## config.mk

```make
export PLATFORM = sky130hd
export DESIGN_NAME = fraction_reduce_and_add_top
export DESIGN_NICKNAME = d
export VERILOG_FILES = /design/src/sv/fra_pkg.sv /design/src/sv/fra_ctrl.sv /design/src/sv/fra_dpath.sv /design/src/sv/fraction_reduce_and_add_top.sv
export SDC_FILE = /design/constraint.sdc
export NUM_CORES = 2
export LEC_CHECK = 0
export BUFFER_PORTS_ARGS = -buffer_cell sky130_fd_sc_hd__buf_2
export CAP_MARGIN = 25
export CORE_MARGIN = 1
export CORE_UTILIZATION = 65
export CTS_BUF_LIST = sky130_fd_sc_hd__clkbuf_4 sky130_fd_sc_hd__clkbuf_8
export DETAILED_ROUTE_END_ITERATION = 8
export GPL_TIMING_DRIVEN = 0
export PLACE_DENSITY = 0.83
export SLEW_MARGIN = 40
export SYNTH_ARGS = -nofsm -noshare
export SYNTH_HDL_FRONTEND = slang
export SYNTH_SLANG_ARGS = --single-unit
export TNS_END_PERCENT = 100
```

## constraint.sdc

```tcl
create_clock -name clk -period 11.1 [get_ports clk]
set_clock_uncertainty 0.2 [all_clocks]
set_input_delay 1.665 -clock clk [delete_from_list [all_inputs] [get_ports clk]]
set_output_delay 1.665 -clock clk [all_outputs]
set_load 0.05 [all_outputs]
```

## src/sv/fra_pkg.sv

```systemverilog
// ----------------------------------------------------------------------------
// fra_pkg
// Shared types and constants for the fraction reduce and add block.
// ----------------------------------------------------------------------------
package fra_pkg;

  localparam int OPERAND_WIDTH = 16;
  localparam int PROD_W        = 2 * OPERAND_WIDTH;
  localparam int SUM_W         = PROD_W + 1;
  localparam int CNT_W         = $clog2(SUM_W + 1);
  localparam int EXT_W         = (SUM_W > 33) ? SUM_W : 33;

  localparam logic CMD_REDUCE = 1'b0;
  localparam logic CMD_ADD    = 1'b1;

  typedef struct packed {
    logic                            command;
    logic signed [OPERAND_WIDTH-1:0] num_a;
    logic signed [OPERAND_WIDTH-1:0] den_a;
    logic signed [OPERAND_WIDTH-1:0] num_b;
    logic signed [OPERAND_WIDTH-1:0] den_b;
  } in_word_t;

  typedef struct packed {
    logic signed [31:0] num_out;
    logic        [29:0] den_out;
    logic               status;
  } out_word_t;

  typedef enum logic [3:0] {
    S_IDLE, S_MUL1, S_MUL2, S_MUL3, S_ADD, S_CHK, S_GCD, S_DIVN, S_DIVD, S_DONE
  } state_t;

  typedef enum logic [1:0] {
    MUL_AD, MUL_BC, MUL_DD
  } mul_sel_t;

  typedef struct packed {
    logic     load_in;
    logic     mul_en;
    mul_sel_t mul_sel;
    logic     do_add;
    logic     gcd_load;
    logic     gcd_step;
    logic     div_load_num;
    logic     div_load_den;
    logic     div_step;
    logic     load_out;
  } ctrl_cmd_t;

  typedef struct packed {
    logic err;
    logic zero;
    logic gcd_done;
    logic div_done;
    logic out_free;
  } dp_status_t;

endpackage

```

## src/sv/fra_ctrl.sv

```systemverilog
// ----------------------------------------------------------------------------
// fra_ctrl
// Sequencer: multiply, combine, gcd and both divisions unless err/zero, emit.
// ----------------------------------------------------------------------------
module fra_ctrl (
  input  logic               clk,
  input  logic               rst_n,
  input  logic               in_valid,
  output logic               in_stall,
  input  fra_pkg::dp_status_t sts,
  output fra_pkg::ctrl_cmd_t  cmd
);

  fra_pkg::state_t state_r, state_nxt;

  always_ff @(posedge clk) begin
    if (!rst_n) begin
      state_r <= fra_pkg::S_IDLE;
    end else begin
      state_r <= state_nxt;
    end
  end

  always_comb begin
    state_nxt = state_r;
    cmd       = '0;
    cmd.mul_sel = fra_pkg::MUL_AD;
    in_stall  = (state_r != fra_pkg::S_IDLE);
    unique case (state_r)
      fra_pkg::S_IDLE: begin
        if (in_valid) begin
          cmd.load_in = 1'b1;
          state_nxt   = fra_pkg::S_MUL1;
        end
      end
      fra_pkg::S_MUL1: begin
        cmd.mul_en  = 1'b1;
        cmd.mul_sel = fra_pkg::MUL_AD;
        state_nxt   = fra_pkg::S_MUL2;
      end
      fra_pkg::S_MUL2: begin
        cmd.mul_en  = 1'b1;
        cmd.mul_sel = fra_pkg::MUL_BC;
        state_nxt   = fra_pkg::S_MUL3;
      end
      fra_pkg::S_MUL3: begin
        cmd.mul_en  = 1'b1;
        cmd.mul_sel = fra_pkg::MUL_DD;
        state_nxt   = fra_pkg::S_ADD;
      end
      fra_pkg::S_ADD: begin
        cmd.do_add = 1'b1;
        state_nxt  = fra_pkg::S_CHK;
      end
      fra_pkg::S_CHK: begin
        if (sts.err || sts.zero) begin
          state_nxt = fra_pkg::S_DONE;
        end else begin
          cmd.gcd_load = 1'b1;
          state_nxt    = fra_pkg::S_GCD;
        end
      end
      fra_pkg::S_GCD: begin
        if (sts.gcd_done) begin
          cmd.div_load_num = 1'b1;
          state_nxt        = fra_pkg::S_DIVN;
        end else begin
          cmd.gcd_step = 1'b1;
        end
      end
      fra_pkg::S_DIVN: begin
        if (sts.div_done) begin
          cmd.div_load_den = 1'b1;
          state_nxt        = fra_pkg::S_DIVD;
        end else begin
          cmd.div_step = 1'b1;
        end
      end
      fra_pkg::S_DIVD: begin
        if (sts.div_done) begin
          state_nxt = fra_pkg::S_DONE;
        end else begin
          cmd.div_step = 1'b1;
        end
      end
      fra_pkg::S_DONE: begin
        if (sts.out_free) begin
          cmd.load_out = 1'b1;
          state_nxt    = fra_pkg::S_IDLE;
        end
      end
      default: state_nxt = fra_pkg::S_IDLE;
    endcase
  end

endmodule

```

## src/sv/fra_dpath.sv

```systemverilog
// ----------------------------------------------------------------------------
// fra_dpath
// Operand magnitudes, shared multiplier, binary gcd, restoring divider and
// the output register.
// ----------------------------------------------------------------------------
module fra_dpath (
  input  logic                clk,
  input  logic                rst_n,
  input  fra_pkg::in_word_t   in_word,
  input  fra_pkg::ctrl_cmd_t  cmd,
  output fra_pkg::dp_status_t sts,
  output logic                out_valid,
  input  logic                out_stall,
  output fra_pkg::out_word_t  out_word
);

  localparam int W  = fra_pkg::OPERAND_WIDTH;
  localparam int PW = fra_pkg::PROD_W;
  localparam int SW = fra_pkg::SUM_W;
  localparam int CW = fra_pkg::CNT_W;
  localparam int EW = fra_pkg::EXT_W;
  localparam logic [EW-1:0] NUM_POS_MAX = EW'(64'h7FFF_FFFF);
  localparam logic [EW-1:0] NUM_NEG_MAX = EW'(64'h8000_0000);
  localparam logic [EW-1:0] DEN_MAX     = EW'(64'h3FFF_FFFF);

  logic          cmd_r;
  logic [W-1:0]  na_r, da_r, nb_r, db_r;
  logic          s1_r, s2_r;
  logic [PW-1:0] m1_r, m2_r, dd_r;
  logic [SW-1:0] mag_r, den_r;
  logic          neg_r, err_r, zero_r;
  logic [SW-1:0] gx_r, gy_r, g_r;
  logic [CW-1:0] gk_r;
  logic [SW-1:0] q_r, r_r, nq_r;
  logic [CW-1:0] dc_r;
  logic          ov_r, ov_nxt;
  fra_pkg::out_word_t ow_r;

  function automatic logic [W:0] split(input logic [W-1:0] v);
    logic [W-1:0] m;
    m = v[W-1] ? (~v + W'(1)) : v;
    return {v[W-1], m};
  endfunction

  logic [W:0]    sp_na, sp_da, sp_nb, sp_db;
  logic [W-1:0]  ma, mb;
  logic [PW-1:0] prod;
  logic [SW-1:0] m1e, m2e, mag_nxt, den_nxt;
  logic          neg_nxt, err_nxt;
  logic [SW:0]   dtry, dsub;
  logic [EW-1:0] nq_e, dq_e, nsat;

  assign sp_na = split(in_word.num_a);
  assign sp_da = split(in_word.den_a);
  assign sp_nb = split(in_word.num_b);
  assign sp_db = split(in_word.den_b);

  always_comb begin
    unique case (cmd.mul_sel)
      fra_pkg::MUL_AD: begin ma = na_r; mb = db_r; end
      fra_pkg::MUL_BC: begin ma = nb_r; mb = da_r; end
      fra_pkg::MUL_DD: begin ma = da_r; mb = db_r; end
      default:         begin ma = da_r; mb = db_r; end
    endcase
    prod = PW'(ma) * PW'(mb);
  end

  always_comb begin
    m1e = SW'(m1_r);
    m2e = SW'(m2_r);
    if (cmd_r == fra_pkg::CMD_REDUCE) begin
      mag_nxt = SW'(na_r);
      den_nxt = SW'(da_r);
      neg_nxt = s1_r;
      err_nxt = (da_r == '0);
    end else begin
      den_nxt = SW'(dd_r);
      err_nxt = (da_r == '0) || (db_r == '0);
      if (s1_r == s2_r) begin
        mag_nxt = m1e + m2e;
        neg_nxt = s1_r;
      end else if (m1e >= m2e) begin
        mag_nxt = m1e - m2e;
        neg_nxt = s1_r;
      end else begin
        mag_nxt = m2e - m1e;
        neg_nxt = s2_r;
      end
    end
  end

  assign dtry = {r_r, q_r[SW-1]};
  assign dsub = dtry - {1'b0, g_r};

  always_ff @(posedge clk) begin
    if (cmd.load_in) begin
      cmd_r <= in_word.command;
      na_r  <= sp_na[W-1:0];
      da_r  <= sp_da[W-1:0];
      nb_r  <= sp_nb[W-1:0];
      db_r  <= sp_db[W-1:0];
      s1_r  <= sp_na[W] ^ sp_da[W];
      s2_r  <= sp_nb[W] ^ sp_db[W];
    end
    if (cmd.mul_en) begin
      unique case (cmd.mul_sel)
        fra_pkg::MUL_AD: m1_r <= prod;
        fra_pkg::MUL_BC: m2_r <= prod;
        fra_pkg::MUL_DD: dd_r <= prod;
        default:         dd_r <= prod;
      endcase
    end
    if (cmd.do_add) begin
      mag_r  <= mag_nxt;
      den_r  <= den_nxt;
      neg_r  <= neg_nxt;
      err_r  <= err_nxt;
      zero_r <= (mag_nxt == '0);
    end
    // binary gcd, one step a cycle
    if (cmd.gcd_load) begin
      gx_r <= mag_r;
      gy_r <= den_r;
      gk_r <= '0;
    end else if (cmd.gcd_step) begin
      priority if (!gx_r[0] && !gy_r[0]) begin
        gx_r <= gx_r >> 1;
        gy_r <= gy_r >> 1;
        gk_r <= gk_r + CW'(1);
      end else if (!gx_r[0]) begin
        gx_r <= gx_r >> 1;
      end else if (!gy_r[0]) begin
        gy_r <= gy_r >> 1;
      end else if (gx_r >= gy_r) begin
        gx_r <= gx_r - gy_r;
      end else begin
        gy_r <= gy_r - gx_r;
      end
    end
    // restoring division, one quotient bit a cycle
    if (cmd.div_load_num) begin
      g_r  <= gy_r << gk_r;
      q_r  <= mag_r;
      r_r  <= '0;
      dc_r <= '0;
    end else if (cmd.div_load_den) begin
      nq_r <= q_r;
      q_r  <= den_r;
      r_r  <= '0;
      dc_r <= '0;
    end else if (cmd.div_step) begin
      dc_r <= dc_r + CW'(1);
      if (!dsub[SW]) begin
        r_r <= dsub[SW-1:0];
        q_r <= {q_r[SW-2:0], 1'b1};
      end else begin
        r_r <= dtry[SW-1:0];
        q_r <= {q_r[SW-2:0], 1'b0};
      end
    end
  end

  assign nq_e = EW'(nq_r);
  assign dq_e = EW'(q_r);

  always_comb begin
    if (neg_r) begin
      nsat = (nq_e > NUM_NEG_MAX) ? NUM_NEG_MAX : nq_e;
      nsat = ~nsat + EW'(1);
    end else begin
      nsat = (nq_e > NUM_POS_MAX) ? NUM_POS_MAX : nq_e;
    end
  end

  always_comb begin
    ov_nxt = ov_r;
    if (cmd.load_out) begin
      ov_nxt = 1'b1;
    end else if (!out_stall) begin
      ov_nxt = 1'b0;
    end
  end

  always_ff @(posedge clk) begin
    if (!rst_n) begin
      ov_r <= 1'b0;
    end else begin
      ov_r <= ov_nxt;
    end
  end

  always_ff @(posedge clk) begin
    if (cmd.load_out) begin
      priority if (err_r) begin
        ow_r.num_out <= '0;
        ow_r.den_out <= '0;
        ow_r.status  <= 1'b1;
      end else if (zero_r) begin
        ow_r.num_out <= '0;
        ow_r.den_out <= 30'd1;
        ow_r.status  <= 1'b0;
      end else begin
        ow_r.num_out <= nsat[31:0];
        ow_r.den_out <= (dq_e > DEN_MAX) ? DEN_MAX[29:0] : dq_e[29:0];
        ow_r.status  <= 1'b0;
      end
    end
  end

  assign sts.err      = err_r;
  assign sts.zero     = zero_r;
  assign sts.gcd_done = (gx_r == '0);
  assign sts.div_done = (dc_r == CW'(SW));
  assign sts.out_free = !ov_r || !out_stall;
  assign out_valid    = ov_r;
  assign out_word     = ow_r;

endmodule

```

## src/sv/fraction_reduce_and_add_top.sv

```systemverilog
// ----------------------------------------------------------------------------
// fraction_reduce_and_add_top
// Reduces one signed fraction, or adds two, giving the result in lowest terms.
// ----------------------------------------------------------------------------
// One word is worked on at a time. A reduce or add is accepted, then the
// multiplier forms the two cross products and the denominator product, the
// terms are combined and checked, the binary gcd loop runs, the bit-serial
// divider divides numerator and then denominator by the gcd, and the result
// is emitted. Zero numerators and zero denominators skip straight to the
// output. The emit cycle waits while an earlier result is still stalled.
// The result register lets the next word be taken while a result waits.
module fraction_reduce_and_add_top (
  input  logic               clk,
  input  logic               rst_n,
  input  logic               in_valid,
  output logic               in_stall,
  input  fra_pkg::in_word_t  in_word,
  output logic               out_valid,
  input  logic               out_stall,
  output fra_pkg::out_word_t out_word
);

  fra_pkg::ctrl_cmd_t  cmd;
  fra_pkg::dp_status_t sts;

  fra_ctrl u_ctrl (
    .clk      (clk),
    .rst_n    (rst_n),
    .in_valid (in_valid),
    .in_stall (in_stall),
    .sts      (sts),
    .cmd      (cmd)
  );

  fra_dpath u_dpath (
    .clk       (clk),
    .rst_n     (rst_n),
    .in_word   (in_word),
    .cmd       (cmd),
    .sts       (sts),
    .out_valid (out_valid),
    .out_stall (out_stall),
    .out_word  (out_word)
  );

endmodule

```

* Word level (Yosys, flattened, before mapping) *
Index checks and enable logic that the tools add are counted.

storage, ports and cells
  output and inout port bits = 65
  input port bits = 69
  bits in registers = 510

cells by class
  reduce and logical (&&, ||, !) cells = 31
  shift operators = 1
  equal/unequal tests = 21
  add/subtract/negate cells = 13
  bitwise logic cells = 9
  $lt $le $gt $ge = 5
  multipliers = 1
  mux-type cells = 60

operators with widths
  kind                                                                               count
  33-bit two-way mux                                                                 19
  32-bit two-way mux                                                                 3
  33-bit logical NOT                                                                 2
  32-bit by 32-bit subtractor with 33-bit output                                     2
  33-bit subtractor                                                                  2
  16-bit by 1-bit adder with 16-bit output, second input constant                    4
  16-bit NOT                                                                         4
  15-bit two-way mux                                                                 4
  4-bit case mux with 10 select lines                                                1
  34-bit by 33-bit subtractor with 34-bit output                                     1
  32-bit by 32-bit adder with 33-bit output                                          1
  33-bit greater-or-equal comparator                                                 1
  33-bit by 30-bit greater-than comparator with 1-bit output, second input constant  1
  33-bit by 31-bit greater-than comparator with 1-bit output, second input constant  1
  33-bit by 32-bit greater-than comparator with 1-bit output, second input constant  1
  33-bit by 6-bit << shifter with 33-bit output                                      1
  32-bit by 1-bit adder with 32-bit output, second input constant                    1
  32-bit greater-or-equal comparator                                                 1
  16-bit logical NOT                                                                 2
  16-bit by 16-bit multiplier with 32-bit output                                     1
  16-bit two-way mux                                                                 2
  32-bit NOT                                                                         1
  16-bit case mux with 2 select lines                                                1
  30-bit two-way mux                                                                 1
  other kinds (29)                                                                   83

* Longest topological paths before layout *
  depth after elaboration = 7
  gate-level depth with buffers = 32
  gate-level depth less buffers = 29

* Hierarchy *
A second synthesis with hierarchy kept.

unflattened totals
  cells, all modules = 4581
  area total of the unflattened synthesis = 42400.7 sq um

by module, submodules not included
  module     sequential area each (sq um)  area an instance (sq um)  cells each  times used
  fra_dpath  14704.1                       41991.5                   4526        1
  fra_ctrl   80.1                          409.1                     55          1

* Worst setup path after synthesis *
OpenSTA, ideal clock, no wires.

  kind = reg-to-reg
  from = register u_ctrl.state_r[2]
  to = register u_dpath.dd_r[30], data pin
  setup time = 0.267 ns
  path slack = 2.546 ns
  cell stages (with the launch flop) = 28
  arrival time = 8.087 ns
  clock period less this slack = 8.554 ns
  cells stage by stage = dfxtp_1 -> nor2_1 -> and2_1 -> nor2b_1 -> clkbuf_1 -> buf_1 -> clkbuf_1 -> mux2_2 -> nand2_1 -> fa_1 -> inv_1 -> fa_1 -> fa_1 -> fa_1 -> fa_1 -> inv_1 -> fa_1 -> inv_1 -> ha_1 -> nand3_1 -> nand2_1 -> a41o_1 -> o31a_1 -> a221o_1 -> o311a_1 -> o21a_1 -> nor2_1 -> xnor2_1

on the way
  longest elaborated chain between the ends = 5

RTL lines
  element                                                                                                                  line              text
  start: declaration                                                                                                       fra_ctrl.sv:14    fra_pkg::state_t state_r, state_nxt;
  start signal: assignment                                                                                                 fra_ctrl.sv:18    state_r <= fra_pkg::S_IDLE;
  start signal: assignment                                                                                                 fra_ctrl.sv:20    state_r <= state_nxt;
  4-bit by 2-bit equality test with 1-bit output / 4-bit by 1-bit equality test with 1-bit output (equally long branches)  fra_ctrl.sv:29    unique case (state_r)
  3-bit case mux with 3 select lines *                                                                                     fra_ctrl.sv:29
  2-bit by 1-bit equality test with 1-bit output / 2-bit logical NOT (equally long branches)                               fra_dpath.sv:59   unique case (cmd.mul_sel)
  16-bit case mux with 2 select lines / 16-bit two-way mux (equally long branches)                                         fra_dpath.sv:59
  16-bit by 16-bit multiplier with 32-bit output *                                                                         fra_dpath.sv:65   prod = PW'(ma) * PW'(mb);
  net u_dpath.prod[30]                                                                                                     fra_dpath.sv:47   logic [PW-1:0] prod;
  end signal: assignment                                                                                                   fra_dpath.sv:109  fra_pkg::MUL_DD: dd_r <= prod;
  end signal: assignment                                                                                                   fra_dpath.sv:110  default: dd_r <= prod;
  end: declaration                                                                                                         fra_dpath.sv:29   logic [PW-1:0] m1_r, m2_r, dd_r;

Mark *: on every way through the listed nets, which the timed path passes. The rest lies on a longest branch.
A chain may end at the register's enable or synchronous reset.

* Worst setup path after layout *
  from = register u_ctrl.state_r[2]
  to = register u_dpath.m2_r[30], data pin

on the way
  longest elaborated chain between the ends = 5

RTL lines
  element                                                                                                                  line              text
  4-bit by 2-bit equality test with 1-bit output / 4-bit by 1-bit equality test with 1-bit output (equally long branches)  fra_ctrl.sv:29
  3-bit case mux with 3 select lines *                                                                                     fra_ctrl.sv:29
  2-bit by 1-bit equality test with 1-bit output / 2-bit logical NOT (equally long branches)                               fra_dpath.sv:59
  16-bit case mux with 2 select lines / 16-bit two-way mux (equally long branches)                                         fra_dpath.sv:59
  16-bit by 16-bit multiplier with 32-bit output *                                                                         fra_dpath.sv:65
  net u_dpath.prod[30]                                                                                                     fra_dpath.sv:47
  end signal: assignment                                                                                                   fra_dpath.sv:108  fra_pkg::MUL_BC: m2_r <= prod;
  end: declaration                                                                                                         fra_dpath.sv:29

Marked as above.

==> impl_metrics.py <==
metrics = {
    "grt": {
        "grt_pass1_vias": 36500,
        "grt_pass1_wl_um": 216000,
        "gr-usage-met3_pct": 10.8,
        "grt_max_degree": 43,
        "met1_usage_pct": 54.6,
        "gr-max-usage-layer": "met2",
        "grt_antenna_before_repair": 5,
        "met2_usage_pct": 67.0,
        "grt_use_total_pct": 42.9,
        "grt-ovfl-total": 0,
    },
    "routing": {
        "route.vias.total": 38100,
        "wl_um": 144000,
        "wl_per_cell_um": 24.7,
        "firstDrtPassIters": 9,
        "viasPerCell": 6.53,
        "first_iter_violations": 4838,
        "ant_nets": 0,
        "drc": 3,
    },
    "clock_network": {
        "clock-sinks": 509,
        "cts.clk_slew.worst_paths_ps": 60,
        "cts_post_setup_buffers_inserted": 0,
        "cts_tree": "done",
        "holdBufCountCts": 0,
        "ctsResizeCount": 0,
        "clockBufferDepth": 3,
        "clk_latency_ps": 730,
        "cts_htree_levels": 3,
        "cts_buffers": 86,
        "cts_root_buf": "clkbuf_8",
    },
    "setup_path": {
        "crit_path_top_delay_cell": "mux2i_1",
        "cp-start-kind": "flip-flop",
        "crit_path_end_kind": "flip-flop",
        "required_ps": 11310,
        "cp_top_family": "adder cells",
        "crit_type": "reg2reg",
        "crit_cells": 29,
        "slowest_delay_ps": 710,
        "cpMostUsedCell": "fa_1",
        "worstPathArrival_ps": 9990,
        "cp-startpoint": "u_ctrl.state_r[2]",
        "critPathBufInv": 7,
        "timing.rr.start": "u_ctrl.state_r[2]",
        "path_max_fanout": 10,
        "r2r_cells": 29,
    },
    "min_path": {
        "hp-class": "reg2reg",
        "holdCritStartpoint": "u_dpath.dq_e[28]",
        "hold_depth": 0,
    },
    "finish": {
        "final_util_pct": 72.0,
        "final_common_cell": "nor2_1",
        "area_growth_pct": 9.26,
        "nets": 5485,
        "fin_area_um2": 46500,
        "drive_gt1_share_pct": 9.09,
        "stdcell_count": 5835,
        "mostFrequentLayoutCells": "nor2_1 (586), edfxtp_1 (459), inv_1 (448)",
    },
    "timing": {
        "rsz0062_at_grt": "false",
        "setup_slack_ps": 1320,
        "timing.final.crit_share_pct": 88.1,
        "max_slew.worst_pin.slew_ps": 909,
        "setup_violations": 0,
        "maxSlewHeadroom_pct": 38.9,
        "min_period_ps": 9780,
        "drv_slew": 0,
        "timing.fmax_mhz": 102,
        "hold_violations": 0,
    },
    "die": {
        "die_w_um": 258,
        "ios": 134,
        "die_h_um": 258,
        "row_count": 93,
        "dieArea_um2": 66500,
        "coreArea_um2": 64600,
        "start_util_pct": 65.9,
    },
    "logic_synthesis": {
        "syn_nets": 5246,
        "synth-compound-area-share_pct": 16.6,
        "synthTopCellsByArea": "edfxtp_1 (32%), fa_1 (9.4%), ha_1 (9.0%), nor2_1 (5.2%), inv_1 (4.0%)",
        "yosys.area_share.simple_pct": 16.5,
        "synth_cell_types": 89,
        "syn_area_um2": 42500,
        "netlist_instances": 4670,
        "yosysWarnings": 0,
        "synth_top_family_by_area": "adder cells",
        "synth_ff_type": "edfxtp_1",
        "seq_area_frac_synth_pct": 34.8,
        "synth_edf_count": 459,
        "ys_async_sr_fraction_pct": 0,
        "synth_top_area_share_pct": 32.4,
        "ys_seq_elements": 509,
        "synth_top_area_cell": "edfxtp_1",
        "synthAdderAreaFrac_pct": 18.4,
        "avgSynthCellArea_um2": 9.11,
        "synth_xor_xnor_area_share_pct": 3.87,
        "muxShareOfSynthArea_pct": 3.69,
    },
    "place": {
        "portBuffers": 132,
        "gp_congestion": 1.11,
        "place_area_um2": 44700,
        "place_inst": 5676,
        "dp_slack_ps": 1540,
        "dp_hpwl_um": 115000,
    },
    "flow_run": {
        "drv_cap": 0,
    },
    "run_status": {
        "outcome": "finished, violations left",
        "violations": "DRC",
    },
}
metrics by stage:
stage | hold WS, ps | setup TNS [ps]
final | 288 | 0
after global routing | 305 | 0
after CTS | 290 | 0
after detailed placement | 272 | 0
after global placement | 260 | -1470
after floorplan | 241 | 0
registers in the layout (all words and copies together), names as in the netlist, 4 cells and up:
| name | flops |
|---|---|
| u_dpath.m2_r | 32 |
| u_dpath.mag_r | 33 |
| u_dpath.nq_e | 33 |
| u_dpath.gx_r | 33 |
| u_dpath.da_r | 16 |
| u_dpath.gk_r | 6 |
| u_dpath.m1_r | 32 |
| u_dpath.nb_r | 16 |
| u_ctrl.state_r | 4 |
| u_dpath.na_r | 16 |
| u_dpath.out_word | 63 |
| u_dpath.g_r | 33 |
| u_dpath.dd_r | 32 |
| u_dpath.dc_r | 6 |
| u_dpath.r_r | 33 |
| u_dpath.dq_e | 33 |
| u_dpath.gy_r | 33 |
| u_dpath.den_r | 32 |
| u_dpath.db_r | 16 |
kinds of logic (layout without fill, tap and decap cells):
logic type | after synthesis | after routing
AOI/OAI and AO/OA | 1099 | 1099
xor gates and xnor gates | 188 | 188
adders and majority gates | 507 | 507
buffers and inverters | 684 | 989
DFF | 509 | 509
muxes | 133 | 133
other | 0 | 5
and+or+nand+nor | 1550 | 1550
final cells by class:
type / count / area, um2
clock inverter: 32 / 255
antenna: 5 / 12.5
sequential: 509 / 14800
multi-input combinational: 3477 / 25300
fill: 5037 / 18100
buffer: 233 / 930
timing repair buffer: 151 / 917
tap: 855 / 1070
inverter: 451 / 1690
clock buffer: 122 / 1490
worst paths after layout:
check | end | slack (ps)
hold reg to reg | u_dpath.nq_e[28] | 290
setup / recovery | u_dpath.m2_r[30] | 1320
setup reg to reg | u_dpath.m2_r[30] | 1320
hold / removal | u_dpath.nq_e[28] | 290
cell usage after synthesis, drive strengths merged (57+ instances only):
cell,n
nand3,92
inv,449
edfxtp,459
o21ai,251
ha,307
a21oi,325
xnor2,128
mux2i,78
nor3,97
a221oi,57
fa,200
nand2,437
a21o,98
clkbuf,184
nor2,586
xor2,60
layer usage:
| layer | up-vias | part of all wire (%) |
|---|---|---|
| li1 | 16900 | - |
| met1 | 18100 | 37 |
| met2 | 2539 | 44 |
| met3 | 551 | 12 |
| met4 | 2 | 6.5 |
| met5 | - | 0.0097 |
Power is not shown: default switching activity piles up to over one toggle a cycle in this logic, so the estimate is an artifact.
